===== src/rtl/core/date_offset_and_difference_core_macros.svh =====
// Assertion macros for the date offset and difference core.
// Used by the top level only; depends on nothing else.
`ifndef DATE_OFFSET_AND_DIFFERENCE_CORE_MACROS_SVH
`define DATE_OFFSET_AND_DIFFERENCE_CORE_MACROS_SVH
`ifndef SYNTHESIS
// The property must hold at every clock edge outside reset.
`define DOAD_ASSERT(lbl, clk, rst_n, prop) \
  lbl: assert property (@(posedge clk) disable iff (!rst_n) (prop)) \
    else $error("assertion failed");
// The condition must never be true outside reset.
`define DOAD_ASSERT_NEVER(lbl, clk, rst_n, cond) \
  lbl: assert property (@(posedge clk) disable iff (!rst_n) !(cond)) \
    else $error("forbidden condition seen");
`else
`define DOAD_ASSERT(lbl, clk, rst_n, prop)
`define DOAD_ASSERT_NEVER(lbl, clk, rst_n, cond)
`endif
`endif


===== src/rtl/core/doad_pkg.sv =====
// Shared types, codes and calendar helpers of the date offset and difference core.
// Depends on nothing; used by the controller, the datapath and the top level.
`default_nettype none
package doad_pkg;

  // Mode codes of an input word.
  localparam logic [1:0] MODE_ADD  = 2'd0;
  localparam logic [1:0] MODE_SUB  = 2'd1;
  localparam logic [1:0] MODE_DIFF = 2'd2;
  localparam logic [1:0] MODE_NONE = 2'd3;

  // Order codes of a result word.
  localparam logic [1:0] ORD_EQUAL  = 2'd0;
  localparam logic [1:0] ORD_BEFORE = 2'd1;
  localparam logic [1:0] ORD_AFTER  = 2'd2;

  // floor(x / 100) equals (x * RECIP_100) >> RECIP_SHIFT for every x below 2**14.
  localparam logic [12:0] RECIP_100   = 13'd5243;
  localparam int          RECIP_SHIFT = 19;

  localparam logic [21:0] DIFF_MAX = 22'h3FFFFF;

  typedef enum logic [3:0] {
    ST_IDLE,
    ST_START,
    ST_DIVQ,
    ST_DIVR,
    ST_DOY,
    ST_SQ100,
    ST_SQ400,
    ST_SER,
    ST_WALK,
    ST_CMP,
    ST_FIN
  } state_e;

  typedef enum logic [3:0] {
    OP_NONE,
    OP_LOAD,
    OP_DIVQ,
    OP_DIVR,
    OP_DOY,
    OP_SQ100,
    OP_SQ400,
    OP_SER,
    OP_WALK,
    OP_CMP,
    OP_FIN
  } op_e;

  typedef struct packed {
    op_e  op;
    logic side;
  } cmd_t;

  typedef struct packed {
    logic [1:0] mode;
    logic       walk_done;
  } status_t;

  // Days before the first of a month in a common year.
  function automatic logic [8:0] month_start(input logic [3:0] m);
    logic [8:0] s;
    case (m)
      4'd0:    s = 9'd0;
      4'd1:    s = 9'd31;
      4'd2:    s = 9'd59;
      4'd3:    s = 9'd90;
      4'd4:    s = 9'd120;
      4'd5:    s = 9'd151;
      4'd6:    s = 9'd181;
      4'd7:    s = 9'd212;
      4'd8:    s = 9'd243;
      4'd9:    s = 9'd273;
      4'd10:   s = 9'd304;
      default: s = 9'd334;
    endcase
    return s;
  endfunction

  // Leap rule from the year taken modulo 400.
  function automatic logic leap_of(input logic [8:0] r);
    logic l;
    l = (r[1:0] == 2'd0) && (r != 9'd100) && (r != 9'd200) && (r != 9'd300);
    return l;
  endfunction

endpackage
`default_nettype wire


===== src/rtl/core/date_offset_and_difference_core.sv =====
// Gregorian date calculator. A word on the input stream either moves date A by
// delta_days (mode 0 adds, mode 1 subtracts) or compares dates A and B (mode 2),
// and gives exactly one result word; a mode 3 word is taken and dropped without
// a result. Offsets walk one calendar year per clock. The shared divide-by-100
// multiplier serves both dates of a comparison in turn. The block handles one
// word at a time. A finished result waits in its output register, so the next
// input word is taken while the previous result is still pending. A result that
// cannot leave its register holds the next result back. Years outside
// 1..MAX_YEAR set out_of_range; an offset result then saturates its date.
`default_nettype none
`include "date_offset_and_difference_core_macros.svh"
module date_offset_and_difference_core
  import doad_pkg::*;
#(
  parameter int MAX_YEAR = 9999
) (
  input  wire logic        clk_i,
  input  wire logic        rst_ni,
  input  wire logic        s_axis_tvalid_i,
  output logic             s_axis_tready_o,
  // Fields from bit 0: mode[1:0], day_a[6:2], month_a[10:7], year_a[24:11],
  // day_b[29:25], month_b[33:30], year_b[47:34], delta_days[63:48].
  input  wire logic [63:0] s_axis_tdata_i,
  output logic             m_axis_tvalid_o,
  input  wire logic        m_axis_tready_i,
  // Fields from bit 0: day_out[4:0], month_out[8:5], year_out[22:9],
  // day_difference[44:23], order[46:45], out_of_range[47].
  output logic      [47:0] m_axis_tdata_o
);

  cmd_t    cmd;
  status_t status;

  // The controller sequences each word and owns both handshakes.
  doad_ctrl u_ctrl (
    .clk_i       (clk_i),
    .rst_ni      (rst_ni),
    .in_valid_i  (s_axis_tvalid_i),
    .in_ready_o  (s_axis_tready_o),
    .out_valid_o (m_axis_tvalid_o),
    .out_ready_i (m_axis_tready_i),
    .status_i    (status),
    .cmd_o       (cmd)
  );

  // The datapath holds the operands, walks years and forms serial day numbers.
  doad_datapath #(
    .MAX_YEAR (MAX_YEAR)
  ) u_dp (
    .clk_i      (clk_i),
    .cmd_i      (cmd),
    .status_o   (status),
    .in_data_i  (s_axis_tdata_i),
    .out_data_o (m_axis_tdata_o)
  );

  // Handshake and result-load events watched by the checks below.
  logic       in_word_taken;
  logic       result_load;
  logic [1:0] res_order;

  assign in_word_taken = s_axis_tvalid_i && s_axis_tready_o;
  assign result_load   = (cmd.op == OP_CMP) || (cmd.op == OP_FIN);
  assign res_order     = m_axis_tdata_o[46:45];

  // After a word is taken, no second word is taken in the following cycle.
  `DOAD_ASSERT(a_no_back_to_back, clk_i, rst_ni, in_word_taken |=> !s_axis_tready_o)
  // A result only appears after the datapath has just loaded it.
  `DOAD_ASSERT(a_result_loaded, clk_i, rst_ni, $rose(m_axis_tvalid_o) |-> $past(result_load))
  // A valid result never carries the unused order code.
  `DOAD_ASSERT_NEVER(a_order_code, clk_i, rst_ni, m_axis_tvalid_o && (res_order > ORD_AFTER))

endmodule
`default_nettype wire


===== src/rtl/core/doad_ctrl.sv =====
// Sequencer of the date offset and difference core.
// Depends on doad_pkg; drives the datapath through cmd_t and reads status_t.
`default_nettype none
module doad_ctrl
  import doad_pkg::*;
(
  input  wire logic    clk_i,
  input  wire logic    rst_ni,
  input  wire logic    in_valid_i,
  output logic         in_ready_o,
  output logic         out_valid_o,
  input  wire logic    out_ready_i,
  input  wire status_t status_i,
  output cmd_t         cmd_o
);

  state_e state_q, state_d;
  logic   side_q, side_d;
  logic   out_valid_q, out_valid_d;
  logic   out_free;

  always_ff @(posedge clk_i or negedge rst_ni) begin
    if (!rst_ni) begin
      state_q     <= ST_IDLE;
      side_q      <= 1'b0;
      out_valid_q <= 1'b0;
    end else begin
      state_q     <= state_d;
      side_q      <= side_d;
      out_valid_q <= out_valid_d;
    end
  end

  assign out_free = !out_valid_q || out_ready_i;

  always_comb begin
    state_d    = state_q;
    side_d     = side_q;
    cmd_o.op   = OP_NONE;
    cmd_o.side = side_q;
    in_ready_o = (state_q == ST_IDLE);
    case (state_q)
      ST_IDLE: begin
        if (in_valid_i) begin
          cmd_o.op = OP_LOAD;
          side_d   = 1'b0;
          state_d  = ST_START;
        end
      end
      ST_START: begin
        // A word with no meaning gives no result.
        if (status_i.mode == MODE_NONE) state_d = ST_IDLE;
        else                            state_d = ST_DIVQ;
      end
      ST_DIVQ: begin
        cmd_o.op = OP_DIVQ;
        state_d  = ST_DIVR;
      end
      ST_DIVR: begin
        cmd_o.op = OP_DIVR;
        state_d  = ST_DOY;
      end
      ST_DOY: begin
        cmd_o.op = OP_DOY;
        if (status_i.mode == MODE_DIFF) state_d = ST_SQ100;
        else                            state_d = ST_WALK;
      end
      ST_SQ100: begin
        cmd_o.op = OP_SQ100;
        state_d  = ST_SQ400;
      end
      ST_SQ400: begin
        cmd_o.op = OP_SQ400;
        state_d  = ST_SER;
      end
      ST_SER: begin
        cmd_o.op = OP_SER;
        if (!side_q) begin
          side_d  = 1'b1;
          state_d = ST_DIVQ;
        end else begin
          state_d = ST_CMP;
        end
      end
      ST_WALK: begin
        if (status_i.walk_done) state_d = ST_FIN;
        else                    cmd_o.op = OP_WALK;
      end
      ST_CMP: begin
        if (out_free) begin
          cmd_o.op = OP_CMP;
          state_d  = ST_IDLE;
        end
      end
      ST_FIN: begin
        if (out_free) begin
          cmd_o.op = OP_FIN;
          state_d  = ST_IDLE;
        end
      end
      default: state_d = ST_IDLE;
    endcase
  end

  always_comb begin
    out_valid_d = out_valid_q && !out_ready_i;
    if ((cmd_o.op == OP_CMP) || (cmd_o.op == OP_FIN)) out_valid_d = 1'b1;
  end

  assign out_valid_o = out_valid_q;

endmodule
`default_nettype wire


===== src/rtl/core/doad_datapath.sv =====
// Datapath of the date offset and difference core: operands, year walker,
// serial day unit with a shared reciprocal multiplier, and the result register.
// Depends on doad_pkg; commanded by doad_ctrl.
`default_nettype none
module doad_datapath
  import doad_pkg::*;
#(
  parameter int MAX_YEAR = 9999
) (
  input  wire logic        clk_i,
  input  wire cmd_t        cmd_i,
  output status_t          status_o,
  input  wire logic [63:0] in_data_i,
  output logic      [47:0] out_data_o
);

  localparam logic signed [17:0] MaxY = 18'(MAX_YEAR);

  // Operands.
  logic [1:0]  mode_q;
  logic [4:0]  day_a_q, day_b_q;
  logic [3:0]  month_a_q, month_b_q;
  logic [13:0] year_a_q, year_b_q;
  logic [15:0] delta_q;

  // Working registers.
  logic [7:0]         qy_q, q100_q, q400_q;
  logic [8:0]         r400_q, r_q;
  logic signed [17:0] doy_q;
  logic signed [16:0] y_q;
  logic signed [23:0] sa_q, sb_q;
  logic               oor_q;

  // Result register.
  logic [4:0]  day_out_q;
  logic [3:0]  month_out_q;
  logic [13:0] year_out_q;
  logic [21:0] diff_q;
  logic [1:0]  order_q;
  logic        res_oor_q;

  logic [4:0]  day_sel;
  logic [3:0]  mon_sel, m_cl;
  logic [13:0] yr_sel, n_u;
  logic [13:0] mul_a;
  logic [26:0] prod;
  logic [7:0]  quo;

  always_comb begin
    day_sel = cmd_i.side ? day_b_q   : day_a_q;
    mon_sel = cmd_i.side ? month_b_q : month_a_q;
    yr_sel  = cmd_i.side ? year_b_q  : year_a_q;
    n_u     = yr_sel - 14'd1;
    m_cl    = (mon_sel > 4'd11) ? 4'd11 : mon_sel;
  end

  // Shared divide-by-100 through a reciprocal multiply.
  always_comb begin
    case (cmd_i.op)
      OP_DIVQ:  mul_a = {2'b00, yr_sel[13:2]};
      OP_SQ100: mul_a = n_u;
      OP_SQ400: mul_a = {2'b00, n_u[13:2]};
      default:  mul_a = '0;
    endcase
    prod = 27'(mul_a) * 27'(RECIP_100);
    quo  = prod[RECIP_SHIFT +: 8];
  end

  // Day of year of the selected date.
  logic [8:0] start_m;
  logic       leap_y;
  logic [9:0] doy0;
  logic signed [17:0] yw;
  always_comb begin
    start_m = month_start(m_cl);
    leap_y  = leap_of(r400_q);
    doy0    = 10'(day_sel) + 10'(start_m) + 10'(leap_y && (m_cl >= 4'd2));
    yw      = $signed({4'b0000, yr_sel}) - $signed({17'd0, (doy0 == 10'd0)});
  end

  // Serial day number.
  logic [23:0] serial;
  always_comb begin
    if (yr_sel == 14'd0) begin
      serial = {{6{doy_q[17]}}, doy_q} - 24'd366;
    end else begin
      serial = 24'(n_u) * 24'd365 + 24'(n_u[13:2]) - 24'(q100_q) + 24'(q400_q)
             + {{6{doy_q[17]}}, doy_q};
    end
  end

  // One year step of the walk.
  logic signed [17:0] len_cur, len_dec;
  logic [8:0]         r_inc, r_dec;
  logic               over, under;
  always_comb begin
    r_inc   = (r_q == 9'd399) ? 9'd0 : r_q + 9'd1;
    r_dec   = (r_q == 9'd0) ? 9'd399 : r_q - 9'd1;
    len_cur = leap_of(r_q)   ? 18'sd366 : 18'sd365;
    len_dec = leap_of(r_dec) ? 18'sd366 : 18'sd365;
    over    = doy_q > len_cur;
    under   = doy_q <= 18'sd0;
  end

  assign status_o.mode      = mode_q;
  assign status_o.walk_done = !over && !under;

  // Month split of a walked date.
  logic [8:0]         doy9, st_m, dd;
  logic [3:0]         mo;
  logic signed [17:0] y18;
  logic               leap_r;
  always_comb begin
    doy9   = doy_q[8:0];
    leap_r = leap_of(r_q);
    y18    = {y_q[16], y_q};
    mo     = 4'd0;
    dd     = doy9;
    st_m   = '0;
    for (int m = 1; m < 12; m++) begin
      st_m = month_start(4'(m)) + 9'((m >= 2) && leap_r);
      if (doy9 > st_m) begin
        mo = 4'(m);
        dd = doy9 - st_m;
      end
    end
  end

  // Difference of the two serial days.
  logic [23:0] sdiff;
  always_comb begin
    if (sa_q > sb_q) sdiff = 24'(sa_q - sb_q);
    else             sdiff = 24'(sb_q - sa_q);
  end

  always_ff @(posedge clk_i) begin
    case (cmd_i.op)
      OP_LOAD: begin
        mode_q    <= in_data_i[1:0];
        day_a_q   <= in_data_i[6:2];
        month_a_q <= in_data_i[10:7];
        year_a_q  <= in_data_i[24:11];
        day_b_q   <= in_data_i[29:25];
        month_b_q <= in_data_i[33:30];
        year_b_q  <= in_data_i[47:34];
        delta_q   <= in_data_i[63:48];
        oor_q     <= 1'b0;
      end
      OP_DIVQ:  qy_q <= quo;
      OP_DIVR:  r400_q <= 9'(yr_sel - 14'({6'd0, qy_q} * 14'd400));
      OP_DOY: begin
        r_q <= r400_q;
        y_q <= $signed({3'b000, yr_sel});
        if (mode_q == MODE_ADD)      doy_q <= $signed(18'(doy0) + 18'(delta_q));
        else if (mode_q == MODE_SUB) doy_q <= $signed(18'(doy0) - 18'(delta_q));
        else                         doy_q <= $signed(18'(doy0));
        if ((mode_q == MODE_DIFF) && ((yw < 18'sd1) || (yw > MaxY))) oor_q <= 1'b1;
      end
      OP_SQ100: q100_q <= quo;
      OP_SQ400: q400_q <= quo;
      OP_SER: begin
        if (cmd_i.side) sb_q <= $signed(serial);
        else            sa_q <= $signed(serial);
      end
      OP_WALK: begin
        if (over) begin
          doy_q <= doy_q - len_cur;
          y_q   <= y_q + 17'sd1;
          r_q   <= r_inc;
        end else if (under) begin
          doy_q <= doy_q + len_dec;
          y_q   <= y_q - 17'sd1;
          r_q   <= r_dec;
        end
      end
      OP_CMP: begin
        day_out_q   <= '0;
        month_out_q <= '0;
        year_out_q  <= '0;
        res_oor_q   <= oor_q;
        diff_q      <= (sdiff > 24'(DIFF_MAX)) ? DIFF_MAX : sdiff[21:0];
        if (sa_q < sb_q)      order_q <= ORD_BEFORE;
        else if (sa_q > sb_q) order_q <= ORD_AFTER;
        else                  order_q <= ORD_EQUAL;
      end
      OP_FIN: begin
        diff_q  <= '0;
        order_q <= ORD_EQUAL;
        if (y18 < 18'sd1) begin
          day_out_q   <= 5'd1;
          month_out_q <= 4'd0;
          year_out_q  <= 14'd1;
          res_oor_q   <= 1'b1;
        end else if (y18 > MaxY) begin
          day_out_q   <= 5'd31;
          month_out_q <= 4'd11;
          year_out_q  <= MaxY[13:0];
          res_oor_q   <= 1'b1;
        end else begin
          day_out_q   <= dd[4:0];
          month_out_q <= mo;
          year_out_q  <= y_q[13:0];
          res_oor_q   <= 1'b0;
        end
      end
      default: ;
    endcase
  end

  assign out_data_o = {res_oor_q, order_q, diff_q, year_out_q, month_out_q, day_out_q};

endmodule
`default_nettype wire

===== config.mk =====
export PLATFORM = sky130hd
export DESIGN_NAME = date_offset_and_difference_core
export DESIGN_NICKNAME = d
export VERILOG_FILES = /design/src/rtl/core/doad_pkg.sv /design/src/rtl/core/date_offset_and_difference_core.sv /design/src/rtl/core/doad_ctrl.sv /design/src/rtl/core/doad_datapath.sv
export VERILOG_INCLUDE_DIRS = /design/src /design/src/rtl/core
export SDC_FILE = /design/constraint.sdc
export NUM_CORES = 1
export LEC_CHECK = 0
export ABC_CLOCK_PERIOD_IN_PS = 7300
export BUFFER_PORTS_ARGS = -buffer_cell sky130_fd_sc_hd__buf_2
export CORE_MARGIN = 4
export CORE_UTILIZATION = 37
export CTS_CLUSTER_SIZE = 12
export DETAILED_ROUTE_END_ITERATION = 10
export HOLD_SLACK_MARGIN = 0.05
export PLACE_DENSITY = 0.62
export SLEW_MARGIN = 30
export SYNTH_ARGS = -nofsm -noshare
export SYNTH_HDL_FRONTEND = slang
export SYNTH_SLANG_ARGS = --single-unit

===== constraint.sdc =====
create_clock -name clk_i -period 7.3 [get_ports clk_i]
set_input_delay 1.46 -clock clk_i [delete_from_list [all_inputs] [get_ports clk_i]]
set_output_delay 1.46 -clock clk_i [all_outputs]
set_load 0.005 [all_outputs]

# ---- Word level (Yosys, flattened, before mapping)
# Memories as Yosys holds them, arrays and structs flattened.
# Cells that the tools add are included.
# W data, S select, Z words.
dict set report totals {
  regBits 244
  latch_bits 0
  ram_bits 0
  rom_bits 144
  in_bits 68
  out_inout_bits 50
  wordCells 250
  mem_count 1
}
dict set report classes {
  n_addsub 41
  mul 3
  div 0
  n_lt_le_gt_ge 22
  n_eq_ne 38
  shift 0
  muxes 78
  n_bitwise 1
  n_reduce_logical 39
}
# memory depth width read_ports rd_clocked_by_memory_dff write_ports line
set mem_list {}
lappend mem_list {{(no name shown)} 16 9 1 0 0 doad_pkg.sv:64} ;# case (m)
# operator n
set ops {}
lappend ops {{$pmux W4 S10} 2}
lappend ops {{$mux W18} 4}
lappend ops {{$mux W5} 14}
lappend ops {{$mux W4} 16}
lappend ops {{$gt A9 B9 Y1} 7}
lappend ops {{$sub A5 B5 Y5} 10}
lappend ops {{$mux W24} 2}
lappend ops {{$sub A24 B24 Y24} 2}
lappend ops {{$pmux W22 S2} 1}
lappend ops {{$mux W14} 3}
lappend ops {{$pmux W14 S3} 1}
lappend ops {{$add A8 B1 Y9 const A} 4}
lappend ops {{$mux W9} 4}
lappend ops {{$pmux W18 S2} 1}
lappend ops {{$mux W17} 2}
lappend ops {{$pmux W17 S2} 1}
lappend ops {{$eq A4 B3 Y1 const B} 8}
lappend ops {{$pmux W14 S2} 1}
lappend ops {{$add A9 B1 Y9 const A} 3}
lappend ops {{$mul A14 B13 Y27 const B} 1}
lappend ops {{$ne A9 B7 Y1 const B} 3}
lappend ops {{$ne A9 B8 Y1 const B} 3}
lappend ops {{$ne A9 B9 Y1 const B} 3}
lappend ops {{$add A23 B12 Y24} 1}
lappend ops {{other kinds (67)} 125}

# ---- Logic depth before layout (Yosys ltp)
# Gate-level depths: netlist (run 1).
dict set report logic_depth {
  ltp_word 19
  mapped_depth 30
  ltp_nobuf 29
}

# ---- By module
# From an unflattened synthesis (run 1), not the netlist that was laid out.
dict set report hier_totals {
  cells_unflattened 2713
  hier_area_um2 25542.0
}
# module instances cells_per_inst area_each_um2 seq_area_each_um2
set modules_own_cells {}
lappend modules_own_cells {doad_datapath 1 2652 25030.3 7056.8}
lappend modules_own_cells {doad_ctrl 1 61 511.7 150.1}

# ---- Least setup slack after synthesis (run 1)
# OpenSTA, ideal clock, no wires.
dict set report synth_path {
  path_kind {reg2reg}
  start {register u_ctrl.side_q}
  end {register u_dp.q100_q[7], data pin}
  setup_time_ns 0.264
  arrival_ns 7.104
  required_time_ns 7.036
  slack_ns -0.068
  stages_incl_launch_ff 30
  path_buffers 2
  period_less_slack_ns 7.368
  cell_sequence {dfrtp_1 > buf_4 > buf_6 > mux2i_1 > ha_1 > nand3_2 > or3_1 > nor3_2 > xnor2_1 > a22oi_1 > o21a_1 > fa_1 > inv_1 > ha_1 > inv_1 > fa_1 > inv_1 > fa_1 > inv_1 > fa_1 > inv_1 > ha_1 > or4_1 > a21oi_1 > a211oi_1 > nor2_1 > a21oi_1 > a211o_1 > a21oi_1 > xnor2_1}
}
dict set report synth_between {
  elab_chain_cells 4
}
# element line
set synth_rtl {}
lappend synth_rtl {{start, declared} doad_ctrl.sv:18} ;# logic side_q, side_d;
lappend synth_rtl {{start signal, assigned} doad_ctrl.sv:29} ;# side_q <= side_d;
lappend synth_rtl {{$mux W14 *} doad_datapath.sv:52} ;# yr_sel = cmd_i.side ? year_b_q : year_a_q;
lappend synth_rtl {{$sub A14 B1 Y14} doad_datapath.sv:53} ;# n_u = yr_sel - 14'd1;
lappend synth_rtl {{$pmux W14 S3 *} doad_datapath.sv:59} ;# case (cmd_i.op)
lappend synth_rtl {{$mul A14 B13 Y27 *} doad_datapath.sv:65} ;# prod = 27'(mul_a) * 27'(RECIP_100);
lappend synth_rtl {{named net u_dp.prod[26]} doad_datapath.sv:46} ;# logic [26:0] prod;
lappend synth_rtl {{end signal, assigned} doad_datapath.sv:159} ;# OP_SQ100: q100_q <= quo;
lappend synth_rtl {{end, declared} doad_datapath.sv:27} ;# logic [7:0] qy_q, q100_q, q400_q;
# Mark *: on every way through the listed nets, which the timed path passes. The rest lies on a longest branch.
# A chain may end at the register's enable or synchronous reset.

# ---- Worst setup path after layout (run 1)
dict set report layout_path {
  start {register u_ctrl.side_q}
  end {register u_dp.q400_q[7], data pin}
}
dict set report layout_between {
  elab_chain_cells 4
}
# element line
set layout_rtl {}
lappend layout_rtl {{$mux W14 *} doad_datapath.sv:52}
lappend layout_rtl {{$sub A14 B1 Y14} doad_datapath.sv:53}
lappend layout_rtl {{$pmux W14 S3 *} doad_datapath.sv:59}
lappend layout_rtl {{$mul A14 B13 Y27 *} doad_datapath.sv:65}
lappend layout_rtl {{named net u_dp.prod[26]} doad_datapath.sv:46}
lappend layout_rtl {{end signal, assigned} doad_datapath.sv:160} ;# OP_SQ400: q400_q <= quo;
lappend layout_rtl {{end, declared} doad_datapath.sv:27}
# Marked as above.

==> run summary, run 1 <==
The type of the worst setup path is reg -> reg. The number of H-tree levels came out at 1. The pin count of the biggest net entering global routing came out at 65. The die is 267.8 um tall.

In this run the clock root is driven by a sky130_fd_sc_hd__clkbuf_16. The via count of the first global-routing pass came out at 19.14k. The cell area after technology mapping is 24980 um^2.

The sequential area share after synthesis came out at 28.85%. The count of final setup violators came out at 0. The count of flip-flops with a built-in enable after synthesis is 235.

Buffers inserted to repair hold after CTS numbered 0. The DRC violation count after routing came out at 0. The number of buffers added on ports is 117. For the pin with the worst max-slew slack, the measured transition is 0.9823 ns.

The layout-stage area growth over the synthesis result came out at 11.68%. The HPWL after detailed placement is 52350 um. The detailed-route via count came out at 19.22k. The timing-limited maximum frequency is 142.9 MHz. The per-cell routed wire length came out at 17.95 um. The core region area is 67040 um^2.

For this block, the routed nets add up to 65230 um of wire. The worst setup path is launched from a flip-flop. Data on the critical path is required at its endpoint by 7.62 ns. The total congestion overflow after global routing came out at 0. The number of I/O pins is 118.

The async set or reset register ratio after synthesis came out at 2.490%. The commonest non-fill, non-tap cell in the layout is sky130_fd_sc_hd__inv_1. Cells with a size suffix above 1 make up 11.52% of the layout.

The smallest clock period supported by the final layout is computed as 6.998 ns. The setup slack after placement is -0.06977 ns. The initialized floorplan defines 95 standard-cell rows. The number of buffers between clock root and the deepest sink is 3. By instance count, the cell type seen most on the critical path is sky130_fd_sc_hd__inv_1. The critical path arrival is 7.32 ns.

TritonCTS built the clock tree. The number of diodes came out at 0. The first global-routing pass estimated 105600 um of wire. After clock tree synthesis, the clock-pin slew on the worst setup and hold paths is 0.06 ns. The number of standard cells after synthesis came out at 2621. Adding up every negative setup slack in the final design gives 0 ns.

The number of nets handed over by synthesis was 3140. The CTS sink count is 241. The via count normalized by instance count came out at 5.290. The reported max-cap violation count came out at 0.

In the layout the commonest cells are 390 x sky130_fd_sc_hd__inv_1, 273 x sky130_fd_sc_hd__ha_1, 235 x sky130_fd_sc_hd__edfxtp_1. The placed instances occupy a cell area of 26760 um^2. The final cell area excluding filler cells came out at 27900 um^2. Synthesis inferred 241 register bits. The largest clock skew in the final design came out at 0.01737 ns. Clock latency on the worst-skew pair, taken at its later pin, is 0.59 ns. The per-instance average area after synthesis is 9.532 um^2. The die boundary width came out at 267.8 um. The first routing iteration left 1430 violations. The number of detailed-route iterations in the first pass came out at 5. The largest single stage delay on the critical path is 0.58 ns. The congestion estimate from routability-driven global placement came to 0.9060. The initial antenna violation count was 0. After layout, the worst path uses 95.86% of the clock period. The initial core utilization is 37.27%. In this run the tightest slew margin relative to its limit is 33.95%. The total CTS buffers is 29.

Among all flip-flop cells after synthesis, the most frequent one is sky130_fd_sc_hd__edfxtp_1. STA classifies the critical path endpoint as a flip-flop. The number of warning messages in the yosys log came out at 0.

Setup repair after global routing could not meet its margin everywhere. The final-report hold violation count is 0. The number of pins with negative max-slew slack in the final report came out at 0.

The unique cell type count in the Yosys netlist came out at 96. The highest fanout seen on the critical path is 6. The residual antenna-violating net count after detailed routing came out at 0. Setup slack closes at 0.3023 ns. The path class of the tightest hold or removal check is reg -> reg. Across every metal layer, demand over resource in global routing totals 18.19%. The number of nets in the final layout came out at 3258. The flow ran to the end, and the final reports show no timing, DRC or antenna violations. The floorplan die area came out at 71740 um^2. For this design, the slowest cell found on the critical path is sky130_fd_sc_hd__fa_1.
==> worst paths after layout <==
| kind | from | end | slack [ns] | cells after the start |
|---|---|---|---|---|
| min reg2reg | u_dp.r400_q[4]$_DFFE_PN_ | u_dp.r_q[4]$_DFFE_PP_ | 0.61 | 2 |
| max reg2reg | u_ctrl.side_q$_DFFE_PN0P_ | u_dp.q400_q[7]$_DFFE_PN_ | 0.30 | 28 |
| max in group asynchronous | rst_ni | u_ctrl.side_q$_DFFE_PN0P_ | 6.43 | 1 |
| max | u_ctrl.side_q$_DFFE_PN0P_ | u_dp.q400_q[7]$_DFFE_PN_ | 0.30 | 28 |
| min in group asynchronous | rst_ni | u_ctrl.side_q$_DFFE_PN0P_ | 0.70 | 1 |
| min | u_dp.r400_q[4]$_DFFE_PN_ | u_dp.r_q[4]$_DFFE_PP_ | 0.61 | 2 |
==> worst max-delay path: cells and delay by family (launching register included) <==
kind,cells,cell delay [ns]
buffers and inverters,7,0.62
and+or+nand+nor,6,1.49
AOI/OAI and AO/OA,5,0.87
xor gates and xnor gates,2,0.24
DFF,1,0.42
adders and majority gates,7,2.79
muxes,1,0.31
==> layer usage <==
layer	up-vias	wire length (um)	track usage (%)	part of all wire, %
met2	604	29070	29.05	45
li1	9365	-	-	-
met4	0	1589	4.048	2.4
met3	94	3922	2.188	6.0
met5	-	0	0	0
met1	9160	30650	26.64	47
==> per-stage QoR <==
| step | instances | hold WS, ns | utilization [%] |
|---|---|---|---|
| detailed placement | 3578 | 0.5981 | 39.91 |
| finish | 3634 | 0.6096 | 41.62 |
| global route | 3634 | 0.6326 | 41.62 |
| CTS | 3631 | 0.6129 | 41.41 |
| floorplan | 2621 | 0.5190 | - |
| global placement | 3578 | 0.5848 | 39.90 |
==> kinds of logic after synthesis <==
| logic type | count (synthesis) | synth area share (%) |
|---|---|---|
| and+or+nand+nor | 633 | 12.32 |
| AOI/OAI and AO/OA | 594 | 15.44 |
| buffers and inverters | 498 | 7.833 |
| adders and majority gates | 451 | 27.91 |
| DFF | 241 | 28.85 |
| xor gates and xnor gates | 150 | 5.289 |
| muxes | 54 | 2.369 |
==> repair_timing <==
| item | CTS | global route |
|---|---|---|
| cloned | 0 | 0 |
| gates resized for setup | 2 | 25 |
| buffers inserted | 0 | 3 |
| endpoints found under the setup margin | 1 | 38 |
==> cell usage after synthesis (6+ instances only) <==
library cell,n,share of area [%]
sky130_fd_sc_hd__o311ai_0,6,0.21
sky130_fd_sc_hd__nand4_1,19,0.48
sky130_fd_sc_hd__a31o_2,6,0.21
sky130_fd_sc_hd__a211o_1,7,0.25
sky130_fd_sc_hd__o22ai_1,11,0.28
sky130_fd_sc_hd__nand3b_1,13,0.39
sky130_fd_sc_hd__xor2_1,46,1.6
sky130_fd_sc_hd__nor4_1,12,0.30
sky130_fd_sc_hd__a31oi_1,56,1.4
sky130_fd_sc_hd__o21bai_1,18,0.54
sky130_fd_sc_hd__nor2b_1,25,0.63
sky130_fd_sc_hd__xnor2_1,103,3.6
sky130_fd_sc_hd__nand2b_1,20,0.50
sky130_fd_sc_hd__mux2_2,15,0.68
sky130_fd_sc_hd__buf_4,10,0.30
sky130_fd_sc_hd__and3_1,18,0.45
sky130_fd_sc_hd__a21o_1,46,1.4
sky130_fd_sc_hd__a21boi_0,12,0.36
sky130_fd_sc_hd__or2_2,12,0.30
sky130_fd_sc_hd__o31ai_1,18,0.54
sky130_fd_sc_hd__inv_1,392,5.9
sky130_fd_sc_hd__buf_2,34,0.68
sky130_fd_sc_hd__a211oi_1,20,0.60
sky130_fd_sc_hd__a21oi_1,164,3.3
sky130_fd_sc_hd__dfrtp_1,6,0.60
sky130_fd_sc_hd__a221oi_1,6,0.21
sky130_fd_sc_hd__nor3b_1,7,0.21
sky130_fd_sc_hd__and2_1,21,0.53
sky130_fd_sc_hd__nand2_1,149,2.2
sky130_fd_sc_hd__fa_1,177,14
sky130_fd_sc_hd__clkbuf_1,49,0.74
sky130_fd_sc_hd__mux2i_1,35,1.4
sky130_fd_sc_hd__o211ai_1,18,0.54
sky130_fd_sc_hd__edfxtp_1,235,28
sky130_fd_sc_hd__nand3_1,47,0.94
sky130_fd_sc_hd__a22oi_1,7,0.21
sky130_fd_sc_hd__buf_1,8,0.12
sky130_fd_sc_hd__o221ai_1,7,0.25
sky130_fd_sc_hd__or3_1,19,0.48
sky130_fd_sc_hd__nor2_1,183,2.7
sky130_fd_sc_hd__nor3_1,65,1.3
sky130_fd_sc_hd__ha_1,274,14
sky130_fd_sc_hd__o21ai_0,111,2.2
sky130_fd_sc_hd__o21a_1,15,0.45
==> final cells by class <==
type | instances | area (um^2)
Fill cell | 6642 | 39140
Multi-Input combinational cell | 1882 | 15990
Sequential cell | 241 | 7208
Inverter | 396 | 1486
Timing Repair Buffer | 189 | 1130
Tap cell | 873 | 1092
Clock buffer | 36 | 762.0
Clock inverter | 17 | 234.0
==> state kept, by name, summed over array words and instances, names as in the netlist, 4 cells and up <==
register	count
u_ctrl.state_q	4
u_dp.day_a_q	5
u_dp.day_b_q	5
u_dp.day_out_q	5
u_dp.delta_q	16
u_dp.diff_q	22
u_dp.doy_q	18
u_dp.month_a_q	4
u_dp.month_b_q	4
u_dp.month_out_q	4
u_dp.q100_q	8
u_dp.q400_q	8
u_dp.qy_q	5
u_dp.r400_q	9
u_dp.r_q	9
u_dp.sa_q	24
u_dp.sb_q	24
u_dp.y_q	17
u_dp.year_a_q	14
u_dp.year_b_q	14
u_dp.year_out_q	14
Power of run 1 is not shown: default switching activity piles up to over one toggle a cycle in this logic, so the estimate is an artifact.
==> inputs of run 2 (changes only) <==
- ABC_CLOCK_PERIOD_IN_PS: 7300 -> 5900
- clock period: 7.3 -> 5.9 ns (I/O delays scaled with it)
==> run summary, run 2 (synthesized netlist as in run 1, its figures left out) <==
The highest fanout seen on the critical path is 6. The number of pins with negative max-slew slack in the final report came to 0. The required time of the critical path came out at 6.30 ns. In this run the worst hold path is classified as in -> async. Setup total negative slack on the finished layout was measured at -18.82 ns. The detailed-route via count is 19.95k.

The worst setup path is launched from a flip-flop. The total congestion overflow after global routing came out at 0. The timing-limited maximum frequency came out at 152.2 MHz. The core region area is 67040 um^2. The library cell used most frequently in the layout, excluding fill and tap cells, is sky130_fd_sc_hd__inv_1. The final-report hold violation count is 0. The CTS sink count came out at 241. In this run the vertical extent of the chip is 267.8 um. The number of cells in the finished layout apart from fillers is 3863.

The residual antenna-violating net count after detailed routing came out at 0. After the first detailed-routing iteration, the DRC count stood at 1628. The multi-input gate area in the final layout is 16450 um^2.

The final reports fail on negative setup slack. The number of nets in the final layout came out at 3487. After detailed routing, the met2 layer carries 29250 um of wire.

At the later pin of the worst-skew pair, clock insertion delay measures 0.58 ns. The transition time at the pin with the least slew margin came out at 1.006 ns. The worst setup path is captured at a flip-flop.

The post-detailed-placement half-perimeter wirelength is 53190 um. The cell count after placement came out at 3795. Dividing the detail-routed via count by the number of cells gives 5.164. The critical path arrival came out at 6.97 ns. The pin count of the biggest net entering global routing is 65. Setup repair after global routing could not meet its margin everywhere.

Counting the fill cells in the layout gives 6460. Setup violations remaining at the end of the flow were counted as 48. The floorplan die area came out at 71740 um^2.

The final worst-path setup slack came out at -0.6702 ns. For the final database, setup skew stands at 0.01355 ns. The first detailed-routing pass took 5 iterations. The number of I/O pins is 118. The number of H-tree levels is 1. The number of diodes is 0.

The via count of the first global-routing pass came out at 19.49k. The flop-to-flop setup slack is -0.67 ns. Relative to the synthesized area, the layout overhead comes to 20.51%. Across the run, the number of max-cap violations was 0.

At the end of the flow the core is filled with cells to 44.91%. The initial core utilization came out at 37.27%. During placement, the flow inserted port buffers numbering 117. After detailed routing, no signal wire sits above met4.

The number of rows created at floorplan came out at 95. The initial antenna violation count is 0. Summing all flip-flop and latch instances after layout gives 7208 um^2.

The final layout contains routed wiring with a total length of 65520 um. The number of buffers between clock root and the deepest sink is 3. The type of the worst setup path is reg -> reg. The flow ran to the end, but the final reports show violations. Routability-driven placement finished with a final weighted congestion of 0.9317. After layout, the minimum clock period comes to 6.570 ns.

Cells with a size suffix above 1 make up 20.90% of the layout. The die is 267.8 um wide. The total CTS buffers came out at 29. The largest registers in the layout are u_dp.sa_q (24), u_dp.sb_q (24), u_dp.diff_q (22). The worst pin sits at a relative slew slack of 32.33%.

The clock tree from TritonCTS is built. The DRC violation count after routing came out at 0. The wire length of the first global-routing pass came out at 104300 um.

The clock input transition at the sequential cells of the worst setup and hold paths is 0.06 ns. Dividing the detail-routed wire length by the instance count gives 16.96 um. The root buffer cell chosen for the clock tree is sky130_fd_sc_hd__clkbuf_16. The top cell types in the final layout, fill and taps aside, are 384 x sky130_fd_sc_hd__inv_1, 294 x sky130_fd_sc_hd__buf_4, 267 x sky130_fd_sc_hd__ha_1.

The total routed wire length on the met1 layer came out at 30170 um. The fraction of the cycle the final worst path needs is 111.4%. After detailed routing, the met3 layer carries 3802 um of wire. The global-route usage over all layers came out at 17.99%.
run 2: changes by cell type in the layout (fill, tap and decap cells not counted), moves of 7 or more:
cell                      change
sky130_fd_sc_hd__a21oi_2     +11
sky130_fd_sc_hd__a21oi_1     -14
sky130_fd_sc_hd__xnor2_1      -7
sky130_fd_sc_hd__o21ai_0     -10
sky130_fd_sc_hd__o21ai_1      +7
sky130_fd_sc_hd__buf_4      +223
run 2: layout make-up:
type	count	area share, %
tap	873	3.628
sequential	241	23.94
multi-input combinational	1882	54.63
clock inverter	14	0.5112
inverter	396	4.950
clock buffer	39	2.734
timing repair buffer	418	9.608
run 2: timing repair:
action	CTS	global route
pin swaps	30	14
hold buffers	0	0
buffers inserted	9	6
setup endpoints to repair	58	66
resized for setup	63	45
run 2: metrics by stage:
step | cell area [um^2] | setup WS, ns | hold slack (ns)
after floorplan | 25140 | -0.8607 | 0.5190
after global placement | 28530 | -0.6392 | 0.5670
after detailed placement | 28540 | -0.7595 | 0.5700
after CTS | 29850 | -0.6492 | 0.4053
after global routing | 30110 | -0.9872 | 0.4103
final | 30110 | -0.6702 | 0.4301
run 2: worst paths after layout:
kind | start | to | depth (start not counted)
worst min register to register | u_dp.r400_q[5]$_DFFE_PN_ | u_dp.r_q[5]$_DFFE_PP_ | 2
worst max register to register | u_ctrl.side_q$_DFFE_PN0P_ | u_dp.q100_q[5]$_DFFE_PN_ | 25
max in group asynchronous | rst_ni | u_ctrl.side_q$_DFFE_PN0P_ | 1
min in group clk_i | u_dp.r400_q[5]$_DFFE_PN_ | u_dp.r_q[5]$_DFFE_PP_ | 2
worst min-delay path | rst_ni | u_ctrl.state_q[1]$_DFFE_PN0P_ | 1
worst max-delay path | u_ctrl.side_q$_DFFE_PN0P_ | u_dp.q100_q[5]$_DFFE_PN_ | 25
run 2: routing by layer:
metal  track usage (%)  vias to the layer above
met5                 0                        -
met4             5.539                        0
met3             2.527                      102
met2             28.96                      548
met1             25.32                     9485
li1                  -                     9813
run 2: critical path, cell delays in order (launching register included):
cell and delay [ns]:
sky130_fd_sc_hd__dfrtp_2 0.42, sky130_fd_sc_hd__buf_12 0.14, sky130_fd_sc_hd__mux2i_4 0.28, sky130_fd_sc_hd__ha_4 0.18, sky130_fd_sc_hd__nand3_4 0.05, sky130_fd_sc_hd__or3_4 0.38
sky130_fd_sc_hd__nor3_4 0.16, sky130_fd_sc_hd__xnor2_2 0.12, sky130_fd_sc_hd__a22oi_2 0.26, sky130_fd_sc_hd__o21ai_4 0.13, sky130_fd_sc_hd__ha_1 0.35, sky130_fd_sc_hd__fa_1 0.55
sky130_fd_sc_hd__fa_1 0.43, sky130_fd_sc_hd__fa_1 0.48, sky130_fd_sc_hd__inv_1 0.05, sky130_fd_sc_hd__fa_1 0.52, sky130_fd_sc_hd__inv_1 0.04, sky130_fd_sc_hd__ha_1 0.28
sky130_fd_sc_hd__and3_4 0.18, sky130_fd_sc_hd__o211ai_1 0.17, sky130_fd_sc_hd__a211oi_4 0.36, sky130_fd_sc_hd__nor2_1 0.10, sky130_fd_sc_hd__a21oi_2 0.17, sky130_fd_sc_hd__a21oi_1 0.13
sky130_fd_sc_hd__o21bai_1 0.22, sky130_fd_sc_hd__xor2_1 0.23
Power of run 2 is left out for the same reason.
